### config.mk
export PLATFORM = sky130hd
export DESIGN_NAME = olive_phenology_phase_tracker
export DESIGN_NICKNAME = d
export VERILOG_FILES = /design/src/hw/rtl/optr_pkg.sv /design/src/hw/rtl/optr_ctrl.sv /design/src/hw/rtl/optr_dp.sv /design/src/hw/rtl/olive_phenology_phase_tracker.sv
export SDC_FILE = /design/constraint.sdc
export NUM_CORES = 1
export LEC_CHECK = 0
export ABC_CLOCK_PERIOD_IN_PS = 10100
export BUFFER_PORTS_ARGS = -buffer_cell sky130_fd_sc_hd__buf_4
export CORE_ASPECT_RATIO = 0.8
export CORE_MARGIN = 3
export CORE_UTILIZATION = 35
export CTS_CLUSTER_SIZE = 20
export DETAILED_ROUTE_END_ITERATION = 10
export PLACE_DENSITY_LB_ADDON = 0.1
export SLEW_MARGIN = 20
export SYNTH_ARGS = -nofsm -noshare
export SYNTH_HDL_FRONTEND = slang
export SYNTH_SLANG_ARGS = --single-unit
### constraint.sdc
create_clock -name clock -period 10.1 [get_ports clock]
set_input_delay 0.505 -clock clock [delete_from_list [all_inputs] [get_ports clock]]
set_output_delay 0.505 -clock clock [all_outputs]
set_load 0.005 [all_outputs]
### src/hw/rtl/optr_pkg.sv
// Shared types and constants for the olive phenology phase tracker.
// Used by optr_ctrl, optr_dp and olive_phenology_phase_tracker; no dependencies.
package optr_pkg;

   localparam int FRAC_BITS = 16;
   localparam int PHASE_W   = 19;
   localparam int NUM_W     = 36;
   localparam int DEN_W     = 28;
   localparam int DIV_STEPS = NUM_W;
   localparam int CNT_W     = 6;
   localparam int IDX_W     = 8;

   localparam logic [IDX_W-1:0] REG_START_DAY = 8'd0;
   localparam logic [IDX_W-1:0] REG_FLOWER_DD = 8'd1;
   localparam logic [IDX_W-1:0] REG_RIPEN_DD  = 8'd2;
   localparam logic [IDX_W-1:0] REG_BBCH_EN   = 8'd3;

   localparam logic [15:0] START_DAY_RST = 16'd0;
   localparam logic [15:0] DD_LIMIT_RST  = 16'd1000;

   localparam logic [2:0] STG_DORMANT   = 3'd0;
   localparam logic [2:0] STG_INDUCTION = 3'd1;
   localparam logic [2:0] STG_FLOWERING = 3'd2;
   localparam logic [2:0] STG_RIPENING  = 3'd3;
   localparam logic [2:0] STG_MATURE    = 3'd4;

   localparam logic [2:0] EVT_NONE  = 3'd0;
   localparam logic [2:0] EVT_START = 3'd1;

   localparam logic [14:0] BBCH_FLOWER_BASE = 15'd2304;
   localparam logic [14:0] BBCH_RIPEN_BASE  = 15'd16640;
   localparam logic [14:0] BBCH_MATURE      = 15'd22784;

   typedef struct packed {
      logic [15:0] start_day;
      logic [15:0] flower_dd;
      logic [15:0] ripen_dd;
      logic        bbch_en;
   } optr_cfg_type;

   typedef struct packed {
      logic load;
      logic prep;
      logic mult;
      logic div_init;
      logic div_step;
      logic commit;
   } optr_cmd_type;

   typedef struct packed {
      logic div_last;
   } optr_sts_type;

   typedef enum logic [5:0] {
      ST_IDLE   = 6'b000001,
      ST_PREP   = 6'b000010,
      ST_MULT   = 6'b000100,
      ST_DINIT  = 6'b001000,
      ST_DIV    = 6'b010000,
      ST_COMMIT = 6'b100000
   } optr_state_type;

endpackage

### src/hw/rtl/optr_ctrl.sv
// Sequencer for the phase tracker: request intake, division steps, result slot.
// Depends on optr_pkg.
module optr_ctrl (
   input  logic                  clock,
   input  logic                  reset,
   input  logic                  req_tvalid,
   output logic                  req_tready,
   output logic                  rsp_tvalid,
   input  logic                  rsp_tready,
   output optr_pkg::optr_cmd_type cmd,
   input  optr_pkg::optr_sts_type sts
);

   optr_pkg::optr_state_type state_ff, state_in;
   logic out_full_ff, out_full_in;
   logic slot_free;

   assign slot_free  = !out_full_ff || rsp_tready;
   assign req_tready = (state_ff == optr_pkg::ST_IDLE) && !reset;
   assign rsp_tvalid = out_full_ff;

   always_comb begin
      state_in     = state_ff;
      cmd          = '0;
      case (state_ff)
         optr_pkg::ST_IDLE: begin
            if (req_tvalid) begin
               cmd.load = 1'b1;
               state_in = optr_pkg::ST_PREP;
            end
         end
         optr_pkg::ST_PREP: begin
            cmd.prep = 1'b1;
            state_in = optr_pkg::ST_MULT;
         end
         optr_pkg::ST_MULT: begin
            cmd.mult = 1'b1;
            state_in = optr_pkg::ST_DINIT;
         end
         optr_pkg::ST_DINIT: begin
            cmd.div_init = 1'b1;
            state_in     = optr_pkg::ST_DIV;
         end
         optr_pkg::ST_DIV: begin
            cmd.div_step = 1'b1;
            if (sts.div_last) begin
               state_in = optr_pkg::ST_COMMIT;
            end
         end
         optr_pkg::ST_COMMIT: begin
            if (slot_free) begin
               cmd.commit = 1'b1;
               state_in   = optr_pkg::ST_IDLE;
            end
         end
         default: begin
            state_in = optr_pkg::ST_IDLE;
         end
      endcase
   end

   always_comb begin
      out_full_in = out_full_ff;
      if (rsp_tready) begin
         out_full_in = 1'b0;
      end
      if (cmd.commit) begin
         out_full_in = 1'b1;
      end
   end

   always_ff @(posedge clock) begin
      if (reset) begin
         state_ff    <= optr_pkg::ST_IDLE;
         out_full_ff <= 1'b0;
      end else begin
         state_ff    <= state_in;
         out_full_ff <= out_full_in;
      end
   end

endmodule

### src/hw/rtl/optr_dp.sv
// Datapath of the phase tracker: operand set-up, products, shared restoring
// divider, phase accumulator, BBCH mapping and result register. Depends on optr_pkg.
module optr_dp (
   input  logic                   clock,
   input  logic                   reset,
   input  optr_pkg::optr_cfg_type cfg,
   input  optr_pkg::optr_cmd_type cmd,
   output optr_pkg::optr_sts_type sts,
   input  logic [15:0]            day_number,
   input  logic signed [10:0]     min_temp,
   input  logic signed [10:0]     max_temp,
   input  logic                   temp_missing,
   output logic [18:0]            phase_value,
   output logic [2:0]             stage,
   output logic [2:0]             transition_event,
   output logic [14:0]            bbch_value,
   output logic                   bbch_valid,
   output logic                   missing_status
);

   localparam logic [1:0] K_NONE   = 2'd0;
   localparam logic [1:0] K_INDUCT = 2'd1;
   localparam logic [1:0] K_WARM   = 2'd2;
   localparam logic [1:0] K_TRI    = 2'd3;
   localparam logic [optr_pkg::DEN_W-1:0] INDUCT_DIV = 28'd850;

   // request capture
   logic [15:0]        day_ff;
   logic signed [10:0] tn_ff, tx_ff;
   logic               miss_ff;

   // operand set-up
   logic signed [11:0] s_c, a_c, d_c, sd_c;
   logic [5:0]         n_c;
   logic [1:0]         kind_c;
   logic [2:0]         cur_stg;
   logic [15:0]        lim_c;
   logic [1:0]         kind_ff;
   logic [5:0]         n_ff;
   logic [10:0]        sd_ff;
   logic [9:0]         a_ff;
   logic [10:0]        d_ff;
   logic [15:0]        lim_ff;

   // products
   logic [19:0] sq_ff;
   logic [26:0] dl_ff;

   // divider
   logic [optr_pkg::NUM_W-1:0] num_ff, num_in;
   logic [optr_pkg::DEN_W-1:0] den_ff, den_in, rem_ff, rem_in;
   logic [optr_pkg::DEN_W:0]   rem_sh, rem_diff;
   logic [optr_pkg::CNT_W-1:0] cnt_ff, cnt_in;

   // accumulator and result
   logic [optr_pkg::PHASE_W-1:0] acc_ff, acc_in;
   logic [36:0]                  sum_c, cap_c;
   logic [2:0]                   evt_c, new_stg;
   logic [15:0]                  frac_c;
   logic [19:0]                  m9;
   logic [20:0]                  m24;
   logic [21:0]                  m56;
   logic [14:0]                  bbch_c;
   logic                         bbch_v_c;

   always_ff @(posedge clock) begin
      if (cmd.load) begin
         day_ff  <= day_number;
         tn_ff   <= min_temp;
         tx_ff   <= max_temp;
         miss_ff <= temp_missing;
      end
   end

   always_comb begin
      s_c     = {tn_ff[10], tn_ff} + {tx_ff[10], tx_ff};
      a_c     = {tx_ff[10], tx_ff} - 12'sd125;
      d_c     = {tx_ff[10], tx_ff} - {tn_ff[10], tn_ff};
      sd_c    = s_c - 12'sd250;
      cur_stg = acc_ff[18:16];
      lim_c   = (cur_stg == optr_pkg::STG_FLOWERING) ? cfg.flower_dd : cfg.ripen_dd;
      if (lim_c == 16'd0) begin
         lim_c = 16'd1;
      end
      n_c = 6'd0;
      if (s_c >= 12'sd244 && s_c <= 12'sd266) begin
         n_c = 6'd50;
      end else if (s_c >= 12'sd194 && s_c < 12'sd244 && tx_ff >= 11'sd125) begin
         n_c = 6'(s_c - 12'sd194);
      end else if (s_c > 12'sd266 && s_c <= 12'sd316 && tx_ff <= 11'sd211) begin
         n_c = 6'(s_c - 12'sd266);
      end
      kind_c = K_NONE;
      if (cur_stg == optr_pkg::STG_INDUCTION) begin
         kind_c = K_INDUCT;
      end else if (cur_stg == optr_pkg::STG_FLOWERING || cur_stg == optr_pkg::STG_RIPENING) begin
         if (s_c > 12'sd250) begin
            kind_c = K_WARM;
         end else if (tx_ff > 11'sd125) begin
            kind_c = K_TRI;
         end
      end
   end

   always_ff @(posedge clock) begin
      if (cmd.prep) begin
         kind_ff <= kind_c;
         n_ff    <= n_c;
         sd_ff   <= sd_c[10:0];
         a_ff    <= a_c[9:0];
         d_ff    <= d_c[10:0];
         lim_ff  <= lim_c;
      end
      if (cmd.mult) begin
         sq_ff <= 20'(a_ff) * 20'(a_ff);
         dl_ff <= 27'(d_ff) * 27'(lim_ff);
      end
   end

   // restoring division, one quotient bit a cycle; quotient bits replace numerator bits
   always_comb begin
      rem_sh   = {rem_ff, num_ff[optr_pkg::NUM_W-1]};
      rem_diff = rem_sh - {1'b0, den_ff};
      num_in   = num_ff;
      den_in   = den_ff;
      rem_in   = rem_ff;
      cnt_in   = cnt_ff;
      if (cmd.div_init) begin
         rem_in = '0;
         cnt_in = '0;
         case (kind_ff)
            K_INDUCT: begin
               num_in = {14'd0, n_ff, 16'd0};
               den_in = INDUCT_DIV;
            end
            K_WARM: begin
               num_in = {9'd0, sd_ff, 16'd0};
               den_in = {11'd0, lim_ff, 1'b0};
            end
            K_TRI: begin
               num_in = {sq_ff, 16'd0};
               den_in = {dl_ff, 1'b0};
            end
            default: begin
               num_in = '0;
               den_in = INDUCT_DIV;
            end
         endcase
      end else if (cmd.div_step) begin
         cnt_in = cnt_ff + 6'd1;
         if (rem_sh >= {1'b0, den_ff}) begin
            rem_in = rem_diff[optr_pkg::DEN_W-1:0];
            num_in = {num_ff[optr_pkg::NUM_W-2:0], 1'b1};
         end else begin
            rem_in = rem_sh[optr_pkg::DEN_W-1:0];
            num_in = {num_ff[optr_pkg::NUM_W-2:0], 1'b0};
         end
      end
   end

   always_ff @(posedge clock) begin
      num_ff <= num_in;
      den_ff <= den_in;
      rem_ff <= rem_in;
      cnt_ff <= cnt_in;
   end

   assign sts.div_last = (cnt_ff == 6'(optr_pkg::DIV_STEPS - 1));

   always_comb begin
      acc_in = acc_ff;
      evt_c  = optr_pkg::EVT_NONE;
      sum_c  = {18'd0, acc_ff} + {1'b0, num_ff};
      cap_c  = {18'd0, 3'(cur_stg + 3'd1), 16'd0};
      if (!miss_ff) begin
         case (cur_stg)
            optr_pkg::STG_DORMANT: begin
               if (day_ff == cfg.start_day) begin
                  acc_in = {3'd1, 16'd0};
                  evt_c  = optr_pkg::EVT_START;
               end
            end
            optr_pkg::STG_INDUCTION, optr_pkg::STG_FLOWERING, optr_pkg::STG_RIPENING: begin
               if (sum_c >= cap_c) begin
                  acc_in = cap_c[18:0];
                  evt_c  = 3'(cur_stg + 3'd1);
               end else begin
                  acc_in = sum_c[18:0];
               end
            end
            default: begin
               acc_in = acc_ff;
            end
         endcase
      end
      new_stg  = acc_in[18:16];
      frac_c   = acc_in[15:0];
      m9       = 20'(frac_c) * 20'd9;
      m24      = 21'(frac_c) * 21'd24;
      m56      = 22'(frac_c) * 22'd56;
      bbch_c   = '0;
      bbch_v_c = 1'b0;
      if (cfg.bbch_en) begin
         case (new_stg)
            optr_pkg::STG_INDUCTION: begin
               bbch_v_c = 1'b1;
               bbch_c   = {3'd0, m9[19:8]};
            end
            optr_pkg::STG_FLOWERING: begin
               bbch_v_c = 1'b1;
               bbch_c   = optr_pkg::BBCH_FLOWER_BASE + {1'b0, m56[21:8]};
            end
            optr_pkg::STG_RIPENING: begin
               bbch_v_c = 1'b1;
               bbch_c   = optr_pkg::BBCH_RIPEN_BASE + {2'd0, m24[20:8]};
            end
            optr_pkg::STG_MATURE: begin
               bbch_v_c = 1'b1;
               bbch_c   = optr_pkg::BBCH_MATURE;
            end
            default: begin
               bbch_v_c = 1'b0;
            end
         endcase
      end
   end

   always_ff @(posedge clock) begin
      if (reset) begin
         acc_ff <= '0;
      end else if (cmd.commit) begin
         acc_ff <= acc_in;
      end
   end

   always_ff @(posedge clock) begin
      if (cmd.commit) begin
         phase_value      <= acc_in;
         stage            <= new_stg;
         transition_event <= evt_c;
         bbch_value       <= bbch_c;
         bbch_valid       <= bbch_v_c;
         missing_status   <= miss_ff;
      end
   end

endmodule

### src/hw/rtl/olive_phenology_phase_tracker.sv
// Olive phenology phase tracker, top level: register file and channel packing.
// Depends on optr_pkg, optr_ctrl and optr_dp.
//
// Usage:
//  - req_ channel takes one daily record per request; csr_ channel writes the
//    start day, the two degree-day limits and the BBCH enable by index 0 to 3
//    (other indexes are ignored). csr_ready is high out of reset; write only while idle.
//  - rsp_ channel returns exactly one result per request, in order.
//  - A request is taken only when the block is idle. After the accepting edge it goes
//    through operand set-up, one product stage, divider load, 36 steps of the shared
//    restoring divider and a commit step, which raises rsp_tvalid. The next request is
//    taken only after that commit, so requests are not overlapped.
//  - A stalled result is held in the output register; the next request is
//    taken and worked on meanwhile, and waits at commit until the slot frees.
//  - Reset clears the phase to 0 (dormant) and the registers to start day 0,
//    limits 1000 and BBCH disabled; no clearing pass is needed.
module olive_phenology_phase_tracker (
   input  logic        clock,
   input  logic        reset,
   input  logic        req_tvalid,
   output logic        req_tready,
   input  logic [39:0] req_tdata,   // day_number[15:0], min_temp[26:16], max_temp[37:27], zero pad
   input  logic [0:0]  req_tuser,   // temp_missing
   output logic        rsp_tvalid,
   input  logic        rsp_tready,
   output logic [39:0] rsp_tdata,   // phase_value[18:0], stage[21:19], transition_event[24:22],
                                    // bbch_value[39:25]
   output logic [1:0]  rsp_tuser,   // bbch_valid, missing_status
   input  logic        csr_valid,
   output logic        csr_ready,
   input  logic [7:0]  csr_index,
   input  logic [15:0] csr_data
);

   optr_pkg::optr_cfg_type cfg_ff, cfg_in;
   optr_pkg::optr_cmd_type cmd;
   optr_pkg::optr_sts_type sts;

   logic [18:0] phase_value;
   logic [2:0]  stage, transition_event;
   logic [14:0] bbch_value;
   logic        bbch_valid, missing_status;

   assign csr_ready = !reset;

   always_comb begin
      cfg_in = cfg_ff;
      if (csr_valid) begin
         case (csr_index)
            optr_pkg::REG_START_DAY: cfg_in.start_day = csr_data;
            optr_pkg::REG_FLOWER_DD: cfg_in.flower_dd = csr_data;
            optr_pkg::REG_RIPEN_DD:  cfg_in.ripen_dd  = csr_data;
            optr_pkg::REG_BBCH_EN:   cfg_in.bbch_en   = csr_data[0];
            default:                 cfg_in           = cfg_ff;
         endcase
      end
   end

   always_ff @(posedge clock) begin
      if (reset) begin
         cfg_ff.start_day <= optr_pkg::START_DAY_RST;
         cfg_ff.flower_dd <= optr_pkg::DD_LIMIT_RST;
         cfg_ff.ripen_dd  <= optr_pkg::DD_LIMIT_RST;
         cfg_ff.bbch_en   <= 1'b0;
      end else begin
         cfg_ff <= cfg_in;
      end
   end

   optr_ctrl u_ctrl (
      .clock      (clock),
      .reset      (reset),
      .req_tvalid (req_tvalid),
      .req_tready (req_tready),
      .rsp_tvalid (rsp_tvalid),
      .rsp_tready (rsp_tready),
      .cmd        (cmd),
      .sts        (sts)
   );

   optr_dp u_dp (
      .clock            (clock),
      .reset            (reset),
      .cfg              (cfg_ff),
      .cmd              (cmd),
      .sts              (sts),
      .day_number       (req_tdata[15:0]),
      .min_temp         (req_tdata[26:16]),
      .max_temp         (req_tdata[37:27]),
      .temp_missing     (req_tuser[0]),
      .phase_value      (phase_value),
      .stage            (stage),
      .transition_event (transition_event),
      .bbch_value       (bbch_value),
      .bbch_valid       (bbch_valid),
      .missing_status   (missing_status)
   );

   assign rsp_tdata = {bbch_value, transition_event, stage, phase_value};
   assign rsp_tuser = {missing_status, bbch_valid};

endmodule

==> results.md, run 1 <==
* Antenna Violating Nets Remaining at 0
* Clk sinks at 351
* DR WL/cell at 18.5 um
* Core area at 81100 um2
* CTS clk-pin slew, worst paths at 0.06 ns
* Critical Path AT at 9.83 ns
* Die Area at 86100 um2
* Critical R2R Capture: u_dp.bbch_value[10]
* Synth cell count leaders: inv_1 (318), nand2_1 (307), ha_1 (253)
* Final Hold Fails at 0
* Top-count cell post-synth: inv_1
* Final Util at 0.400
* Cells after Synth at 2963
* Vias in the first global route at 21502
* Total congestion overflow at 0
* Worst setup margin at 0.603 ns
* Worst reg2reg path depth at 35
* Relative slew slack at 0.280
* Post-Route WL at 77.1 mm
* Min-Delay Path Depth at 1
* Non-filler instance count after layout at 4162
* Root buf cell: clkbuf_16
* Post-synth top area share at 0.251
* Synthesized flop and latch total at 351
* Dpl ws at 0.629 ns
* Placed cells at 4077
* P&R area growth vs syn at 12.1%
* Largest cells by area after synthesis: edfxtp_1 (25%), fa_1 (13%), ha_1 (11%)
* Layout cells sized above 1 at 0.0975
* Hold WS at 0.0869 ns
* IO Pins at 115
* CP peak stage delay at 0.55 ns
* H-Tree Level Count at 2
* Vias at 21286
* Setup violators final at 0
* Final min period at 9.50 ns
* CTS buffer count at 44
* Most used cell, CP: ha_1
* Max_cap viols at 0
* FFs w/ async S/R, synth at 0
* Chip height at 263 um
* Status: finished, final reports clean
* CP Data Required Time at 10.44 ns
* Top FF cell, synth: edfxtp_1
* Port Buffer Count at 112
* Final HPWL DP at 59.7 mm
* First-pass GRT wire length at 123 mm
* GR Util All Layers at 0.178
* Unique masters post-synth at 98
* Hold Path End: u_dp.miss_ff
* P per Cell Area at 260 nW/um2
* Max Buffers Root-to-Sink at 3
* VDD IR-drop max at 0.000268 V
* Final net count at 3544
* Synthesized area per cell at 9.75 um2
* YS warnings at 0
* Worst min-delay path class: in -> reg
* Worst slew pin tran at 1.07 ns
* Setup total negative slack at 0 ns
* CP max FO at 7
* Die Wd at 327 um
* Worst r2r src: u_dp.num_ff[0]
* CTS tree: done
* Drc violations at 0
* Starting Density at 0.356
* Leading area contributor after synthesis: edfxtp_1
* Num rows at 93
* Max stage delay cell, worst path: or4_1
* First drt pass iteration count at 5
* Crit Path Category: reg -> reg
* RSZ-0062 raised after global routing: false
* Iteration-0 DRC count of the detailed router at 1314
* Worst Setup End Kind: flop
* Period utilisation layout at 0.940
* Largest net degree at the start of global routing at 64
* Clock Skew at 0.0255 ns
* Leak pwr at 14.2 nW
* Hold Crit Start: req_tuser
* Syn Std Cell Area at 28900 um2
* Clk_lat worst skew at 0.60 ns
* Net Count, Synth at 3476
* Max Fclk at 105 MHz
* Worst Setup Start Kind: flop
* Routability cong. at 0.859
* Number of synthesized flops with an enable pin at 242
* R2R setup slack at 0.60 ns
* Slew Viols, Final at 0
* Seq/Total Area, Yosys at 0.327
* Post-DR vias/cell at 5.11
* Initial antenna violation count at 3
## layout by cell type, fill, tap and decap left out, drive strengths merged, types with 10 or more instances in the layout
cell type,Yosys,final
a211oi,30,30
a21boi,10,10
a21o,36,36
a21oi,131,131
a22oi,16,16
a31oi,18,18
and2,125,125
and3,26,26
buf,29,142
clkbuf,91,64
dfxtp,109,109
edfxtp,242,242
fa,190,190
ha,253,253
inv,318,322
mux2,27,27
mux2i,85,85
nand2,308,308
nand2b,13,13
nand3,68,68
nand3b,13,13
nand4,31,31
nor2,175,175
nor2b,37,37
nor3,52,52
nor4,21,21
o2111ai,10,10
o211ai,10,10
o21a,13,13
o21ai,106,106
o21bai,25,25
o31ai,13,13
or2,17,17
or3,22,22
xnor2,110,110
xor2,60,60
## cell type report
class,instances,area (um2)
diodes,3,7.51
clock buffers,64,1330
clock inverters,18,198
fillers,8010,48700
inverters,319,1200
multi-input cells,2173,17800
flip-flops and latches,351,9450
well taps,1092,1370
repair buffers,142,1070
## through the flow
stage | cell area, um2 | power, mW
2_1_floorplan | 28900 | 5.77
3_3_place_gp | 30900 | 6.77
3_5_place_dp | 30900 | 6.82
4_1_cts | 32400 | 8.55
5_1_grt | 32400 | 9.27
6_report | 32400 | 8.42
## layer usage
layer / GRT usage / vias to the layer above / part of all wire
met5: 0 / - / 0
li1: - / 10397 / -
met3: 0.0276 / 83 / 0.053
met2: 0.260 / 447 / 0.41
met4: 0.0380 / 0 / 0.017
met1: 0.274 / 10359 / 0.52
## power by group
group / switching (mW) / internal [mW] / total, mW
clock: 0.655 / 0.998 / 1.65
combinational: 2.60 / 2.11 / 4.71
sequential: 0.125 / 1.93 / 2.05
total: 3.38 / 5.03 / 8.42
## sequential cells by signal (all words and copies together), names as in the netlist, 11 cells and up
name / flops
cfg_ff: 49
u_dp.acc_ff: 19
u_dp.bbch_value: 15
u_dp.day_ff: 16
u_dp.den_ff: 27
u_dp.dl_ff: 27
u_dp.lim_ff: 16
u_dp.num_ff: 36
u_dp.phase_value: 16
u_dp.rem_ff: 28
u_dp.sd_ff: 11
u_dp.sq_ff: 19
u_dp.tn_ff: 11
u_dp.tx_ff: 11
## critical path: cells and delay by family (launching register included)
family	cells	cell delay (ns)
AOI/OAI and AO/OA	15	3.61
xor gates and xnor gates	3	0.43
adders and majority gates	6	2.03
DFF	1	0.39
and+or+nand+nor	11	2.78
## how the worst max path moves through the flow
stage	endpoint	slack, ns	cells past startpoint	startpoint
finish	u_dp.bbch_value[10]	0.60	35	u_dp.num_ff[0]
global placement	u_dp.bbch_value[10]	0.72	34	u_dp.num_ff[0]
floorplan	u_dp.bbch_value[10]	1.46	36	u_dp.num_ff[0]
CTS	u_dp.bbch_value[10]	0.57	34	u_dp.num_ff[0]
detailed placement	u_dp.bbch_value[10]	0.63	34	u_dp.num_ff[0]
global route	u_dp.bbch_value[10]	0.02	35	u_dp.num_ff[0]
## logic make-up after synthesis
group           synth area share
compound gates             0.120
mux                       0.0400
fa+ha+maj                  0.241
flops                      0.327
xor+xnor                  0.0515
buf+inv                   0.0589
simple gates               0.162
## repair_timing
item,CTS,global route
setup buffers,0,0
hold buffers,0,0
endpoints found under the setup margin,0,2
resized for setup,0,1
Power figures use the tool's default switching activity.
==> run 2: changes to the inputs <==
Settings changed: CELL_PAD_IN_SITES_DETAIL_PLACEMENT from default to 1, CELL_PAD_IN_SITES_GLOBAL_PLACEMENT from default to 2, RECOVER_POWER from default to 50.
==> results.md, run 2 (same netlist as run 1, synthesis figures left out) <==
* Max stage delay cell, worst path: or4_1
* Logic pwr share at 0.579 (+0.019)
* Core area at 81100 um2 (unchanged)
* Post-cts resize count at 0 (unchanged)
* Initial antenna violation count at 0 (-3)
* Max_cap viols at 6 (+6)
* Layout cells sized above 1 at 0.0883 (-0.00919)
* Dpl ws at 0.288 ns (-0.341 ns)
* CP max FO at 13 (+6)
* Hold WS at 0.113 ns (+0.0261 ns)
* Final min period at 9.53 ns (+0.0300 ns)
* Drc violations at 0 (unchanged)
* Diode count at 0 (-3)
* CP peak stage delay at 0.55 ns (about the same)
* P&R area growth vs syn at 11.4%
* Violations in the final reports: capacitance limit, slew limit
* Starting Density at 0.356 (unchanged)
* Port Buffer Count at 112 (unchanged)
* Clk sinks at 351 (unchanged)
* Postcts setup bufs at 0 (unchanged)
* Footprint of the multi-input gates at 17800 um2 (about the same)
* CP Data Required Time at 10.44 ns (about the same)
* Vias at 21708 (+2.0%)
* Max Fclk at 105 MHz (-0.32%)
* Die Wd at 327 um (unchanged)
* IO Pins at 115 (unchanged)
* Fillers at 9190 (+15%)
* Root buf cell: clkbuf_16
* Crit Path Category: reg -> reg
* Metal3 WL at 3.37 mm (-18%)
* Final HPWL DP at 66.6 mm (+12%)
* Status: complete, but fails checks
* CTS tree: done
* Die Area at 86100 um2 (unchanged)
* Net Switching at 3.65 mW (+8.0%)
* Biggest regs: cfg_ff: 49 flops, u_dp.num_ff: 36 flops, u_dp.rem_ff: 28 flops
* Leak pwr at 14.0 nW (-1.2%)
* Clock share of power at 0.179 (-0.017)
* Post-DR vias/cell at 5.22 (+2.0%)
* VDD IR-drop max at 0.000338 V (+26%)
* H-Tree Level Count at 2 (unchanged)
* Worst min-delay path class: in -> reg
* Int Pwr at 4.93 mW (-2.0%)
* Biggest register: cfg_ff
* Period utilisation layout at 0.943 (+0.00297)
* Design Power at 8.58 mW (+2.0%)
* Most frequent cells in the layout: inv_1 (319), nand2_1 (307), ha_1 (253)
* RSZ-0062 raised after global routing: false
* Num rows at 93 (unchanged)
* Met2 wire len at 35.4 mm (+11%)
* R2R setup slack at 0.57 ns (-0.03 ns)
* Relative slew slack at -1.32 (-1.60)
* CTS clk-pin slew, worst paths at 0.07 ns (about the same)
* Max Used Layer: met4
* Chip height at 263 um (unchanged)
* Worst setup margin at 0.573 ns (-0.0300 ns)
* Register Area at 9450 um2 (unchanged)
* Max FFs per register at 49 (unchanged)
* Final Util at 0.397 (-0.00267)
* Setup violators final at 0 (unchanged)
* Final Hold Fails at 0 (unchanged)
* First-pass GRT wire length at 135 mm (+10%)
* Final net count at 3547 (+0.085%)
* Flop pwr share at 0.242 (-0.002)
* Iteration-0 DRC count of the detailed router at 1111 (-15%)
* Clk_lat worst skew at 0.61 ns (about the same)
* First drt pass iteration count at 5 (unchanged)
* Slew Viols, Final at 290 (+290)
* Worst Setup Start Kind: flop
* Delay-heaviest family, CP: compound AO/OA/AOI/OAI gates
* GR Util All Layers at 0.198 (+0.0199)
* Routability cong. at 0.817 (-4.9%)
* Critical Path AT at 9.87 ns (+0.04 ns)
* Setup total negative slack at 0 ns (unchanged)
* Max Buffers Root-to-Sink at 3 (unchanged)
* Antenna Violating Nets Remaining at 0 (unchanged)
* Vias in the first global route at 22947 (+6.7%)
* Post-Route WL at 85.1 mm (+10%)
* DR WL/cell at 20.5 um (+10%)
* Switching Share at 0.426 (+0.0237)
* Total congestion overflow at 0 (unchanged)
* Worst Setup End Kind: flop
* P per Cell Area at 267 nW/um2 (+2.7%)
* Worst slew pin tran at 3.49 ns (+2.42 ns)
* Cts-stage hold buffer count at 0 (unchanged)
* Clock Skew at 0.0349 ns (+0.00944 ns)
* Wl on met1 at 45.1 mm (+13%)
* Largest net degree at the start of global routing at 75 (+17%)
* CTS buffer count at 43 (-2.3%)
* CP bufs+invs at 3 (+3)
* Leading cell type in the layout, fill and taps excluded: inv_1
[run 2: cell types whose count changed in the layout (fill, tap and decap cells not counted), moves of 5 or more]
cell / previous run / this run
clkbuf_4: 0 / 65
and2_1: 125 / 112
buf_4: 142 / 54
clkinv_2: 4 / 9
and2_0: 0 / 13
clkbuf_1: 9 / 34
[run 2: final timing paths]
kind                   from  depth (start not counted)             endpoint
max          u_dp.num_ff[0]                         34  u_dp.bbch_value[10]
min           req_tdata[15]                          1      u_dp.day_ff[15]
max reg2reg  u_dp.num_ff[0]                         34  u_dp.bbch_value[10]
min reg2reg      cfg_ff[19]                          2           cfg_ff[19]
[run 2: through the flow]
stage                     cell area (um2)  std cells
after floorplan                     28900       2963
final                               32200       4161
after CTS                           32300       4161
after global routing                32200       4161
after detailed placement            30900       4081
after global placement              30900       4081
[run 2: area by class of cell]
class | count | area share
Clock buffer | 55 | 0.0371
Clock inverter | 25 | 0.00618
Inverter | 319 | 0.0372
Multi-Input combinational cell | 2173 | 0.553
Sequential cell | 351 | 0.294
Tap cell | 1092 | 0.0424
Timing Repair Buffer | 146 | 0.0309
[run 2: power by group through the flow]
stage / registers [mW] / clock network [mW] / logic, mW
global placement: 2.10 / 0 / 4.87
global route: 2.09 / 1.65 / 5.69
finish: 2.08 / 1.54 / 4.97
CTS: 2.07 / 1.60 / 5.02
floorplan: 2.01 / 0 / 3.75
detailed placement: 2.10 / 0 / 4.97
[run 2: routing by layer]
layer	vias up	global-route usage
met2	359	0.291
met4	0	0.0372
met3	81	0.0251
met5	-	0
met1	10887	0.309
li1	10381	-
==> run 3: changes to the inputs <==
Settings changed: ABC_CLOCK_PERIOD_IN_PS 10100 to 8500, CAP_MARGIN from default to 20, SYNTH_HIERARCHICAL from default to 1.
Clock period 10.1 ns to 8.5 ns, I/O delays scaled along.
==> results.md, run 3 <==
* FFs w/ async S/R, synth at 0 (unchanged)
* Layout cells sized above 1 at 0.102 (+0.0140)
* CP peak stage delay at 0.42 ns (-0.13 ns)
* P per Cell Area at 408 nW/um2 (+53%)
* VDD IR-drop max at 0.000429 V (+27%)
* Die Wd at 326 um (-0.34%)
* Slew Viols, Final at 280 (-3.4%)
* Max stage delay cell, worst path: or3_4
* Vias in the first global route at 22458 (-2.1%)
* Leading cell type in the layout, fill and taps excluded: inv_1
* Worst slew pin tran at 3.35 ns (-0.136 ns)
* Die Area at 85500 um2 (-0.68%)
* Worst setup margin at 0.421 ns (-0.152 ns)
* Clock Skew at 0.0224 ns (-0.0125 ns)
* Delay-heaviest family, CP: simple AND/OR/NAND/NOR gates
* Largest cells by area after synthesis: edfxtp_1 (25%), fa_1 (13%), ha_1 (11%)
* Placed inst area at 30800 um2 (-0.34%)
* Core area at 80900 um2 (-0.29%)
* Number of synthesized flops with an enable pin at 242 (unchanged)
* Setup total negative slack at 0 ns (unchanged)
* Post-DR vias/cell at 5.05 (-3.3%)
* Relative slew slack at -1.23 (+0.0908)
* Starting Density at 0.355 (-0.00147)
* GR Util All Layers at 0.183 (-0.0145)
* Dpl ws at -0.168 ns (-0.456 ns)
* Clk_lat worst skew at 0.58 ns (-0.03 ns)
* Max FFs per register at 49 (unchanged)
* Most used cell, CP: nor2_1
* Period utilisation layout at 0.950 (+0.00721)
* CTS buffer count at 43 (unchanged)
* Max_cap viols at 7 (+1)
* Critical Path AT at 8.38 ns (-1.49 ns)
* Synthesized area per cell at 9.86 um2 (+1.1%)
* Min-Delay Path Depth at 1 (unchanged)
* Max Buffers Root-to-Sink at 3 (unchanged)
* Drc violations at 0 (unchanged)
* P&R area growth vs syn at 13.8%
* Final Hold Fails at 0 (unchanged)
* Root buf cell: clkbuf_16
* Worst min-delay path class: in -> reg
* CTS tree: done
* Iteration-0 DRC count of the detailed router at 1075 (-3.2%)
* First-pass GRT wire length at 126 mm (-6.9%)
* Hold WS at 0.0659 ns (-0.0471 ns)
* Biggest register: cfg_ff
* Routability cong. at 0.838 (+2.6%)
* CP bufs+invs at 5 (+2)
* Net Count, Synth at 3422 (-1.6%)
* Initial antenna violation count at 2 (+2)
* CP Data Required Time at 8.80 ns (-1.64 ns)
* Cells after Synth at 2911 (-1.8%)
* Final min period at 8.08 ns (-1.45 ns)
* Synthesized flop and latch total at 351 (unchanged)
* Top-count cell post-synth: inv_1
* Crit Path Category: reg -> reg
* Status: complete, but fails checks
* Antenna Violating Nets Remaining at 0 (unchanged)
* Largest net degree at the start of global routing at 81 (+8.0%)
* DR WL/cell at 18.6 um (-8.9%)
* Post-Route WL at 78.0 mm (-8.4%)
* Final net count at 3570 (+0.65%)
* IO Pins at 115 (unchanged)
* CTS clk-pin slew, worst paths at 0.06 ns (about the same)
* Num rows at 93 (unchanged)
* Worst Setup End Kind: flop
* Vias at 21113 (-2.7%)
* Worst reg2reg path depth at 39 (+15%)
* Violations in the final reports: capacitance limit, slew limit
* Clk sinks at 351 (unchanged)
* YS warnings at 6 (+6)
* Max Fclk at 124 MHz (+18%)
* Most frequent cells in the layout: inv_1 (346), nand2_1 (273), ha_1 (250)
* Synth cell count leaders: inv_1 (346), nand2_1 (274), ha_1 (251)
* Port Buffer Count at 112 (unchanged)
* Seq/Total Area, Yosys at 0.329 (+0.00230)
* Syn Std Cell Area at 28700 um2 (-0.70%)
* Total congestion overflow at 0 (unchanged)
* Leak pwr at 14.3 nW (+2.0%)
* Chip height at 262 um (-0.34%)
* Top FF cell, synth: edfxtp_1
* Worst Setup Start Kind: flop
* Final Util at 0.404 (+0.00694)
* Design area at 32700 um2 (+1.5%)
* Biggest regs: cfg_ff: 49 flops, u_dp/num_ff: 36 flops, u_dp/rem_ff: 28 flops
* CP max FO at 6 (-7)
* H-Tree Level Count at 2 (unchanged)
* Final HPWL DP at 59.1 mm (-11%)
* Post-synth top area share at 0.253 (+0.00177)
* Leading area contributor after synthesis: edfxtp_1
* First drt pass iteration count at 6 (+1)
* Crit path depth at 39 (+15%)
* Unique masters post-synth at 111 (+13%)
* Setup violators final at 0 (unchanged)
-- run 3: cell count changes in the layout (fill, tap and decap cells not counted), moves of 16 or more --
cell,before,now
nor2b_1,35,51
o22ai_1,3,24
nor2_1,173,200
a211oi_1,27,45
inv_1,319,346
mux2_2,27,11
nand2b_1,13,31
nand3_1,68,43
o21ai_0,100,82
mux2_1,0,16
nand2_1,307,273
buf_4,54,85
dlygate4sd3_1,0,38
-- run 3: power by group --
group,leakage [nW],internal [mW],switching [mW]
sequential,3.08,2.55,0.231
combinational,10.6,3.89,4.87
clock,0.655,1.05,0.750
-- run 3: cell families after synthesis --
family	synth area share
AND/OR/NAND/NOR	0.155
AO/OA/AOI/OAI	0.115
buffers and inverters	0.0638
adder cells (fa/ha/maj)	0.242
flip-flops	0.329
XOR/XNOR	0.0513
multiplexers	0.0434
-- run 3: stage by stage --
step | total power [mW] | std cells
finish | 13.3 | 4183
floorplan | 9.44 | 2911
global route | 14.8 | 4182
global placement | 11.4 | 4055
detailed placement | 11.6 | 4055
CTS | 13.5 | 4171
-- run 3: final timing paths --
path,from,end,slack (ns)
max,u_dp/acc_ff[0],u_dp/bbch_value[12],0.42
min,req_tdata[7],u_dp/day_ff[7],0.07
max reg2reg,u_dp/acc_ff[0],u_dp/bbch_value[12],0.42
min reg2reg,cfg_ff[5],cfg_ff[5],0.45
-- run 3: what timing repair did --
| action | CTS | global route |
|---|---|---|
| setup buffers | 2 | 9 |
| resized for setup | 4 | 25 |
| hold buffers | 38 | 0 |
| pin swaps | 1 | 10 |
| setup endpoints to repair | 4 | 7 |
| hold endpoints to repair | 38 | 0 |
-- run 3: worst reg2reg max path: cells and delay by family, from the launching register on --
| kind | cells | cell delay, ns |
|---|---|---|
| flip-flops | 1 | 0.36 |
| multiplexers | 1 | 0.15 |
| AND/OR/NAND/NOR | 17 | 2.68 |
| adder cells (fa/ha/maj) | 5 | 1.64 |
| buffers and inverters | 5 | 0.63 |
| AO/OA/AOI/OAI | 9 | 1.95 |
| XOR/XNOR | 2 | 0.42 |
-- run 3: cell type report --
| class | count | area [um2] |
|---|---|---|
| multi-input combinational | 2101 | 17500 |
| sequential | 351 | 9450 |
| tap | 1092 | 1370 |
| fill | 9144 | 48200 |
| timing repair buffer | 215 | 1670 |
| clock buffer | 54 | 1150 |
| antenna | 1 | 2.50 |
| inverter | 347 | 1300 |
| clock inverter | 22 | 201 |
-- run 3: metal layers --
layer / up-vias / share of wire / GRT usage
met5: - / 0 / 0
met4: 0 / 0.013 / 0.0322
met3: 64 / 0.034 / 0.0258
met2: 273 / 0.43 / 0.287
met1: 10515 / 0.52 / 0.271
li1: 10261 / - / -
